$ cat src/hdl/werol_pkg.sv
`default_nettype none

package werol_pkg;

    localparam int DATA_W = 32;

    typedef enum logic [0:0] {
        FUNC_ADD  = 1'b0,
        FUNC_FIND = 1'b1
    } func_t;

    typedef enum logic [2:0] {
        ST_IDLE   = 3'b001,
        ST_CHECK  = 3'b010,
        ST_RESULT = 3'b100
    } state_t;

    typedef struct packed {
        logic              found;
        logic [DATA_W-1:0] handle;
        logic [DATA_W-1:0] size;
        logic [DATA_W-1:0] offset;
    } result_t;

endpackage

`default_nettype wire

$ cat src/hdl/werol_out_stage.sv
`default_nettype none

module werol_out_stage (
    input  wire logic                            clk,
    input  wire logic                            rst_n,
    input  wire logic                            push,
    input  wire werol_pkg::result_t              push_data,
    output logic                                 push_ready,
    output logic                                 m_tvalid,
    input  wire logic                            m_tready,
    // found_handle, found_size, byte_offset
    output logic [3*werol_pkg::DATA_W-1:0]       m_tdata,
    // found
    output logic [0:0]                           m_tuser
);

    logic               valid_reg;
    logic               valid_next;
    werol_pkg::result_t data_reg;

    assign push_ready = !valid_reg || m_tready;

    always_comb
    begin
        valid_next = valid_reg;
        if (push)
        begin
            valid_next = 1'b1;
        end
        else if (m_tready)
        begin
            valid_next = 1'b0;
        end
    end

    always_ff @(posedge clk or negedge rst_n)
    begin
        if (!rst_n)
        begin
            valid_reg <= 1'b0;
        end
        else
        begin
            valid_reg <= valid_next;
        end
    end

    always_ff @(posedge clk)
    begin
        if (push)
        begin
            data_reg <= push_data;
        end
    end

    assign m_tvalid = valid_reg;
    assign m_tdata  = {data_reg.offset, data_reg.size, data_reg.handle};
    assign m_tuser  = data_reg.found;

endmodule

`default_nettype wire

$ cat src/hdl/write_entry_ring_offset_lookup.sv
`default_nettype none

// Channel  Direction  tdata (low bit up)                                    tuser
// s_axis   in         entry_handle, entry_size, char_position (96 bits)     func
// m_axis   out        found_handle, found_size, byte_offset (96 bits)       found
//
// An add writes the record to the ring memory as soon as it is accepted.
// A find walks the stored records from the oldest, reading one record per cycle from
// the ring memory, and stops at the first that holds the position (found) or after
// the last of at most RING_DEPTH records (not found); an empty ring skips the walk.
// Reset clears the slot pointers and the record count; the memory needs no clearing.
// A result waits in the output register; a stalled output holds the find in
// its result state, while the next item is taken once that register frees.

module write_entry_ring_offset_lookup #(
    parameter int RING_DEPTH = 16
) (
    input  wire logic                              clk,
    input  wire logic                              rst_n,
    input  wire logic                              s_tvalid,
    output logic                                   s_tready,
    // entry_handle, entry_size, char_position
    input  wire logic [3*werol_pkg::DATA_W-1:0]    s_tdata,
    // func
    input  wire logic [0:0]                        s_tuser,
    output logic                                   m_tvalid,
    input  wire logic                              m_tready,
    // found_handle, found_size, byte_offset
    output logic [3*werol_pkg::DATA_W-1:0]         m_tdata,
    // found
    output logic [0:0]                             m_tuser
);

    localparam int PTR_W = $clog2(RING_DEPTH);
    localparam int CNT_W = $clog2(RING_DEPTH + 1);
    localparam int DW    = werol_pkg::DATA_W;

    localparam logic [PTR_W-1:0] LAST_SLOT = PTR_W'(RING_DEPTH - 1);
    localparam logic [CNT_W-1:0] FULL_CNT  = CNT_W'(RING_DEPTH);

    function automatic logic [PTR_W-1:0] next_slot(input logic [PTR_W-1:0] slot);
        logic [PTR_W-1:0] res;
        if (slot == LAST_SLOT)
        begin
            res = '0;
        end
        else
        begin
            res = slot + PTR_W'(1);
        end
        return res;
    endfunction

    logic [DW-1:0] in_handle;
    logic [DW-1:0] in_size;
    logic [DW-1:0] in_pos;

    assign in_handle = s_tdata[DW-1:0];
    assign in_size   = s_tdata[2*DW-1:DW];
    assign in_pos    = s_tdata[3*DW-1:2*DW];

    werol_pkg::state_t  state_reg, state_next;
    logic [PTR_W-1:0]   wr_reg, wr_next;
    logic [PTR_W-1:0]   oldest_reg, oldest_next;
    logic [CNT_W-1:0]   count_reg, count_next;
    logic [PTR_W-1:0]   slot_reg, slot_next;
    logic [CNT_W-1:0]   left_reg, left_next;
    logic [DW-1:0]      rem_reg, rem_next;
    werol_pkg::result_t res_reg, res_next;

    logic [2*DW-1:0]    ring_mem [RING_DEPTH];
    logic [2*DW-1:0]    rd_data_reg;
    logic               wr_en;
    logic               rd_en;
    logic [PTR_W-1:0]   rd_addr;

    logic               push;
    logic               push_ready;
    logic [DW-1:0]      rec_handle;
    logic [DW-1:0]      rec_size;

    assign rec_handle = rd_data_reg[DW-1:0];
    assign rec_size   = rd_data_reg[2*DW-1:DW];

    assign s_tready = (state_reg == werol_pkg::ST_IDLE);
    assign push     = (state_reg == werol_pkg::ST_RESULT) && push_ready;

    always_comb
    begin
        state_next  = state_reg;
        wr_next     = wr_reg;
        oldest_next = oldest_reg;
        count_next  = count_reg;
        slot_next   = slot_reg;
        left_next   = left_reg;
        rem_next    = rem_reg;
        res_next    = res_reg;
        wr_en       = 1'b0;
        rd_en       = 1'b0;
        rd_addr     = slot_reg;

        unique case (state_reg)
            werol_pkg::ST_IDLE:
            begin
                if (s_tvalid)
                begin
                    if (s_tuser[0] == werol_pkg::FUNC_ADD)
                    begin
                        wr_en   = 1'b1;
                        wr_next = next_slot(wr_reg);
                        if (count_reg == FULL_CNT)
                        begin
                            oldest_next = next_slot(oldest_reg);
                        end
                        else
                        begin
                            count_next = count_reg + CNT_W'(1);
                        end
                    end
                    else
                    begin
                        rem_next = in_pos;
                        if (count_reg == '0)
                        begin
                            res_next   = '0;
                            state_next = werol_pkg::ST_RESULT;
                        end
                        else
                        begin
                            rd_en      = 1'b1;
                            rd_addr    = oldest_reg;
                            slot_next  = next_slot(oldest_reg);
                            left_next  = count_reg - CNT_W'(1);
                            state_next = werol_pkg::ST_CHECK;
                        end
                    end
                end
            end
            werol_pkg::ST_CHECK:
            begin
                if (rem_reg < rec_size)
                begin
                    res_next.found  = 1'b1;
                    res_next.handle = rec_handle;
                    res_next.size   = rec_size;
                    res_next.offset = rem_reg;
                    state_next      = werol_pkg::ST_RESULT;
                end
                else if (left_reg == '0)
                begin
                    res_next   = '0;
                    state_next = werol_pkg::ST_RESULT;
                end
                else
                begin
                    rem_next  = rem_reg - rec_size;
                    rd_en     = 1'b1;
                    rd_addr   = slot_reg;
                    slot_next = next_slot(slot_reg);
                    left_next = left_reg - CNT_W'(1);
                end
            end
            werol_pkg::ST_RESULT:
            begin
                if (push_ready)
                begin
                    state_next = werol_pkg::ST_IDLE;
                end
            end
            default:
            begin
                state_next = werol_pkg::ST_IDLE;
            end
        endcase
    end

    always_ff @(posedge clk or negedge rst_n)
    begin
        if (!rst_n)
        begin
            state_reg  <= werol_pkg::ST_IDLE;
            wr_reg     <= '0;
            oldest_reg <= '0;
            count_reg  <= '0;
            slot_reg   <= '0;
            left_reg   <= '0;
        end
        else
        begin
            state_reg  <= state_next;
            wr_reg     <= wr_next;
            oldest_reg <= oldest_next;
            count_reg  <= count_next;
            slot_reg   <= slot_next;
            left_reg   <= left_next;
        end
    end

    always_ff @(posedge clk)
    begin
        rem_reg <= rem_next;
        res_reg <= res_next;
    end

    always_ff @(posedge clk)
    begin
        if (wr_en)
        begin
            ring_mem[wr_reg] <= {in_size, in_handle};
        end
        if (rd_en)
        begin
            rd_data_reg <= ring_mem[rd_addr];
        end
    end

    werol_out_stage u_out_stage (
        .clk        (clk),
        .rst_n      (rst_n),
        .push       (push),
        .push_data  (res_reg),
        .push_ready (push_ready),
        .m_tvalid   (m_tvalid),
        .m_tready   (m_tready),
        .m_tdata    (m_tdata),
        .m_tuser    (m_tuser)
    );

`ifndef SYNTHESIS
    a_count_bound: assert property (@(posedge clk) disable iff (!rst_n)
        count_reg <= FULL_CNT)
        else $error("record count exceeds ring depth");

    a_full_ptrs: assert property (@(posedge clk) disable iff (!rst_n)
        (count_reg == FULL_CNT) |-> (wr_reg == oldest_reg))
        else $error("full ring with write slot apart from oldest slot");

    a_fill_ptrs: assert property (@(posedge clk) disable iff (!rst_n)
        (count_reg != FULL_CNT) |-> (oldest_reg == '0) && (CNT_W'(wr_reg) == count_reg))
        else $error("ring that never filled has moved its oldest slot");

    a_walk_bound: assert property (@(posedge clk) disable iff (!rst_n)
        (state_reg == werol_pkg::ST_CHECK) |-> (left_reg < count_reg) && $stable(count_reg))
        else $error("find walk runs past the stored records");

    a_ring_frozen: assert property (@(posedge clk) disable iff (!rst_n)
        (state_reg != werol_pkg::ST_IDLE) |-> !wr_en)
        else $error("ring written during a find");
`endif

endmodule

`default_nettype wire
$ cat config.mk
export PLATFORM = sky130hd
export DESIGN_NAME = write_entry_ring_offset_lookup
export DESIGN_NICKNAME = d
export VERILOG_FILES = /design/src/hdl/werol_pkg.sv /design/src/hdl/werol_out_stage.sv /design/src/hdl/write_entry_ring_offset_lookup.sv
export SDC_FILE = /design/constraint.sdc
export NUM_CORES = 2
export LEC_CHECK = 0
export BUFFER_PORTS_ARGS = -buffer_cell sky130_fd_sc_hd__buf_4
export CORE_UTILIZATION = 35
export CTS_BUF_LIST = sky130_fd_sc_hd__clkbuf_4
export CTS_CLUSTER_SIZE = 25
export DETAILED_ROUTE_END_ITERATION = 10
export PLACE_DENSITY_LB_ADDON = 0.25
export SLEW_MARGIN = 10
export SYNTH_ARGS = -nofsm -noshare
export SYNTH_HDL_FRONTEND = slang
export SYNTH_HIERARCHICAL = 1
export SYNTH_SLANG_ARGS = --single-unit
$ cat constraint.sdc
create_clock -name clk -period 22.7 [get_ports clk]
set_input_delay 2.27 -clock clk [delete_from_list [all_inputs] [get_ports clk]]
set_output_delay 2.27 -clock clk [all_outputs]
set_load 0.01 [all_outputs]
==> impl_metrics.yaml <==
outcome:
  outcome: "completed"
sta:
  max_slew_margin_pct: 24.9
  rsz0062_at_grt: "false"
  setup_ws_ns: 16.81
  min_period_ns: 5.89
  fin_setup_tns_ns: 0
  fin_crit_sh_pct: 25.9
  fin_skew_ns: 0.0943
  worst_slew_pin_slew_ns: 1.13
  setup_viol: 0
  drv_slew: 0
  fmax_mhz: 170
  hold_viol: 0
yosys:
  synth.most_common_cell: "edfxtp_1"
  synth-async-reset-ratio_pct: 1.94
  synthesis.area_um2: 52200
  synth_flop_cell: "edfxtp_1"
  ys_ff_latch: 1340
  synth_warnings: 6
  yosys.area.top_type: "edfxtp_1"
  yosysSeqAreaShare_pct: 76.9
  synthesis.nets: 2799
  yosys-top-cells-area: "edfxtp_1 76%, mux4_2 11%, and2_1 1.6%"
  synth-edff-count: 1314
  synth_common_cells: "1,314 x edfxtp_1, 256 x mux4_2, 205 x nand2_1"
  netlist_instances: 2656
  synth_top_area_share_pct: 75.6
  avgSynthCellArea_um2: 19.6
  yosys.cell_types.count: 76
min_path:
  hold_depth: 0
  min_path_type: "reg2reg"
power:
  seqPwrFrac_pct: 47.9
  p_comb_share_pct: 20.8
  switching_share_pct: 27.1
  power.leakage_nw: 20.0
  clockPowerShare_pct: 31.3
  vdd_drop_max_uv: 115
  power.switching_mw: 1.67
  power_density_nw_per_um2: 103
  p_int_mw: 4.49
finish:
  fin_area_um2: 60000
  fin_cells: 5280
  nets: 3260
  area_delta_synth_final_pct: 15.1
  largest_reg_flops: 1024
  drive_gt1_share_pct: 31.6
  postLayoutCoreUtil_pct: 40.6
floorplanning:
  die_area_um2: 151000
  rows: 141
  start_util_pct: 35.3
  core-area_um2: 148000
  pin_count: 200
  die_w_um: 388
  die_h_um: 388
placement:
  dp_cells: 4695
  dp_slack_ns: 15.35
  dpl_cell_area_um2: 56000
  globalplace.congestion: 0.836
  port_buffers: 199
  post-dp-hpwl_mm: 65.4
global_route:
  grt_pass1_vias: 28500
  antenna_found_initial: 23
  overflow: 0
  grt_usage_pct: 16.9
  grt_max_degree: 106
  grt_first_pass_wirelength_mm: 186
detailed_routing:
  post_drt_wl_per_cell_um: 24.2
  drc: 0
  drt-total-wl_mm: 128
  dr_total_vias: 27100
  viasPerCell: 5.14
  first_pass_iters: 7
  initialDrtViolationCount: 2111
  route.antenna.remaining_nets: 0
clocking:
  cts_resized: 0
  cts_setup_buffers: 0
  cts_buffer_depth: 4
  cts_tree: "yes"
  worstSkewPairLatency_ns: 1.28
  htree_levels: 5
  clk_pin_slew_ns: 0.06
  cts_buffers: 350
  cts.hold.buffers_added: 0
  root_buffer: "clkbuf_4"
  numClockSinks: 1340
setup_path:
  ff2ff_setup_slack_ns: 17.05
  worstPathRequired_ns: 23.63
  reg2reg_depth: 12
  path_delay_family: "buffers and inverters"
  cp-start-kind: "input pin"
  critPathBufInv: 4
  critical_path.endpoint_type: "flop"
  critPathSlowestCell: "buf_4"
  path_depth: 11
  arrival_ns: 6.82
  path_cells: "buf_4, and3_1, o21ai_4, mux2i_4, buf_12, buf_12, buf_4, mux4_2, and2_1, a211oi_1, a31oi_1"
  crit_path_max_incr_delay_ns: 0.95
  cp_max_fo: 105
  critPathKind: "in2reg"
run:
  cap_viol_max_count: 0
==> placed cells by master (no fill, tap or decap), types with 9 or more instances in the layout <==
master and instances:
nor3_1 15, nand3_1 11, buf_4 248, nor2_1 26, xnor2_1 16, mux4_2 256
a31oi_1 70, clkinv_2 22, nand2_1 204, a21oi_1 38, edfxtp_1 1314, and2_1 130
diode_2 13, ha_1 41, dfrtp_1 25, nand4_1 9, a21o_1 16, clkbuf_4 475
xor2_1 13, clkinv_1 68, inv_1 45, o21ai_0 48, a211oi_1 71, nor2_4 13
nor4_1 33
==> power by group through the flow <==
| stage | Combinational [mW] | Sequential [mW] | Clock, mW |
|---|---|---|---|
| floorplan | 1.04 | 2.98 | 0 |
| global placement | 1.29 | 3.00 | 0 |
| detailed placement | 1.30 | 3.01 | 0 |
| CTS | 1.31 | 2.95 | 2.00 |
| global route | 1.40 | 2.96 | 2.12 |
| finish | 1.28 | 2.95 | 1.93 |
==> metrics by stage <==
step                power, mW  hold WS (ns)
detailed placement       4.31         0.405
floorplan                4.02         0.400
finish                   6.16         0.394
global placement         4.29         0.402
CTS                      6.26         0.395
global route             6.48         0.400
==> layout make-up <==
cell class | instances | area [µm²]
fill | 13300 | 87800
sequential | 1340 | 40100
multi-input combinational | 1130 | 11400
clock buffer | 475 | 3570
tap | 1930 | 2410
timing repair buffer | 250 | 1900
clock inverter | 97 | 470
inverter | 45 | 169
antenna | 13 | 32.5
==> routing by layer <==
layer	track usage, %	share of wire (%)	up-vias
met5	0	0.13	-
met2	26.7	48	877
met3	4.84	7.5	189
li1	-	-	11900
met1	22.7	43	14100
met4	4.77	1.5	28
==> worst paths after layout <==
check / from / end
hold reg to reg: res_reg[29] / u_out_stage/m_tdata[93]
setup / recovery: s_tuser / rd_data_reg[43]
min in group asynchronous: rst_n / oldest_reg[1]
max in group asynchronous: rst_n / state_reg[0]
hold / removal: res_reg[29] / u_out_stage/m_tdata[93]
setup reg to reg: count_reg[0] / rd_data_reg[43]
==> logic make-up (layout without fill, tap and decap cells) <==
family | Yosys count | after routing | share of synthesized area (%)
xor gates and xnor gates | 29 | 29 | 0.487
adders and majority gates | 42 | 42 | 1.02
other | 0 | 13 | 0
AOI/OAI and AO/OA | 300 | 300 | 3.83
DFF | 1340 | 1340 | 76.9
buffers and inverters | 186 | 867 | 1.72
muxes | 269 | 269 | 11.3
and+or+nand+nor | 490 | 490 | 4.73
Power figures use the tool's default switching activity.
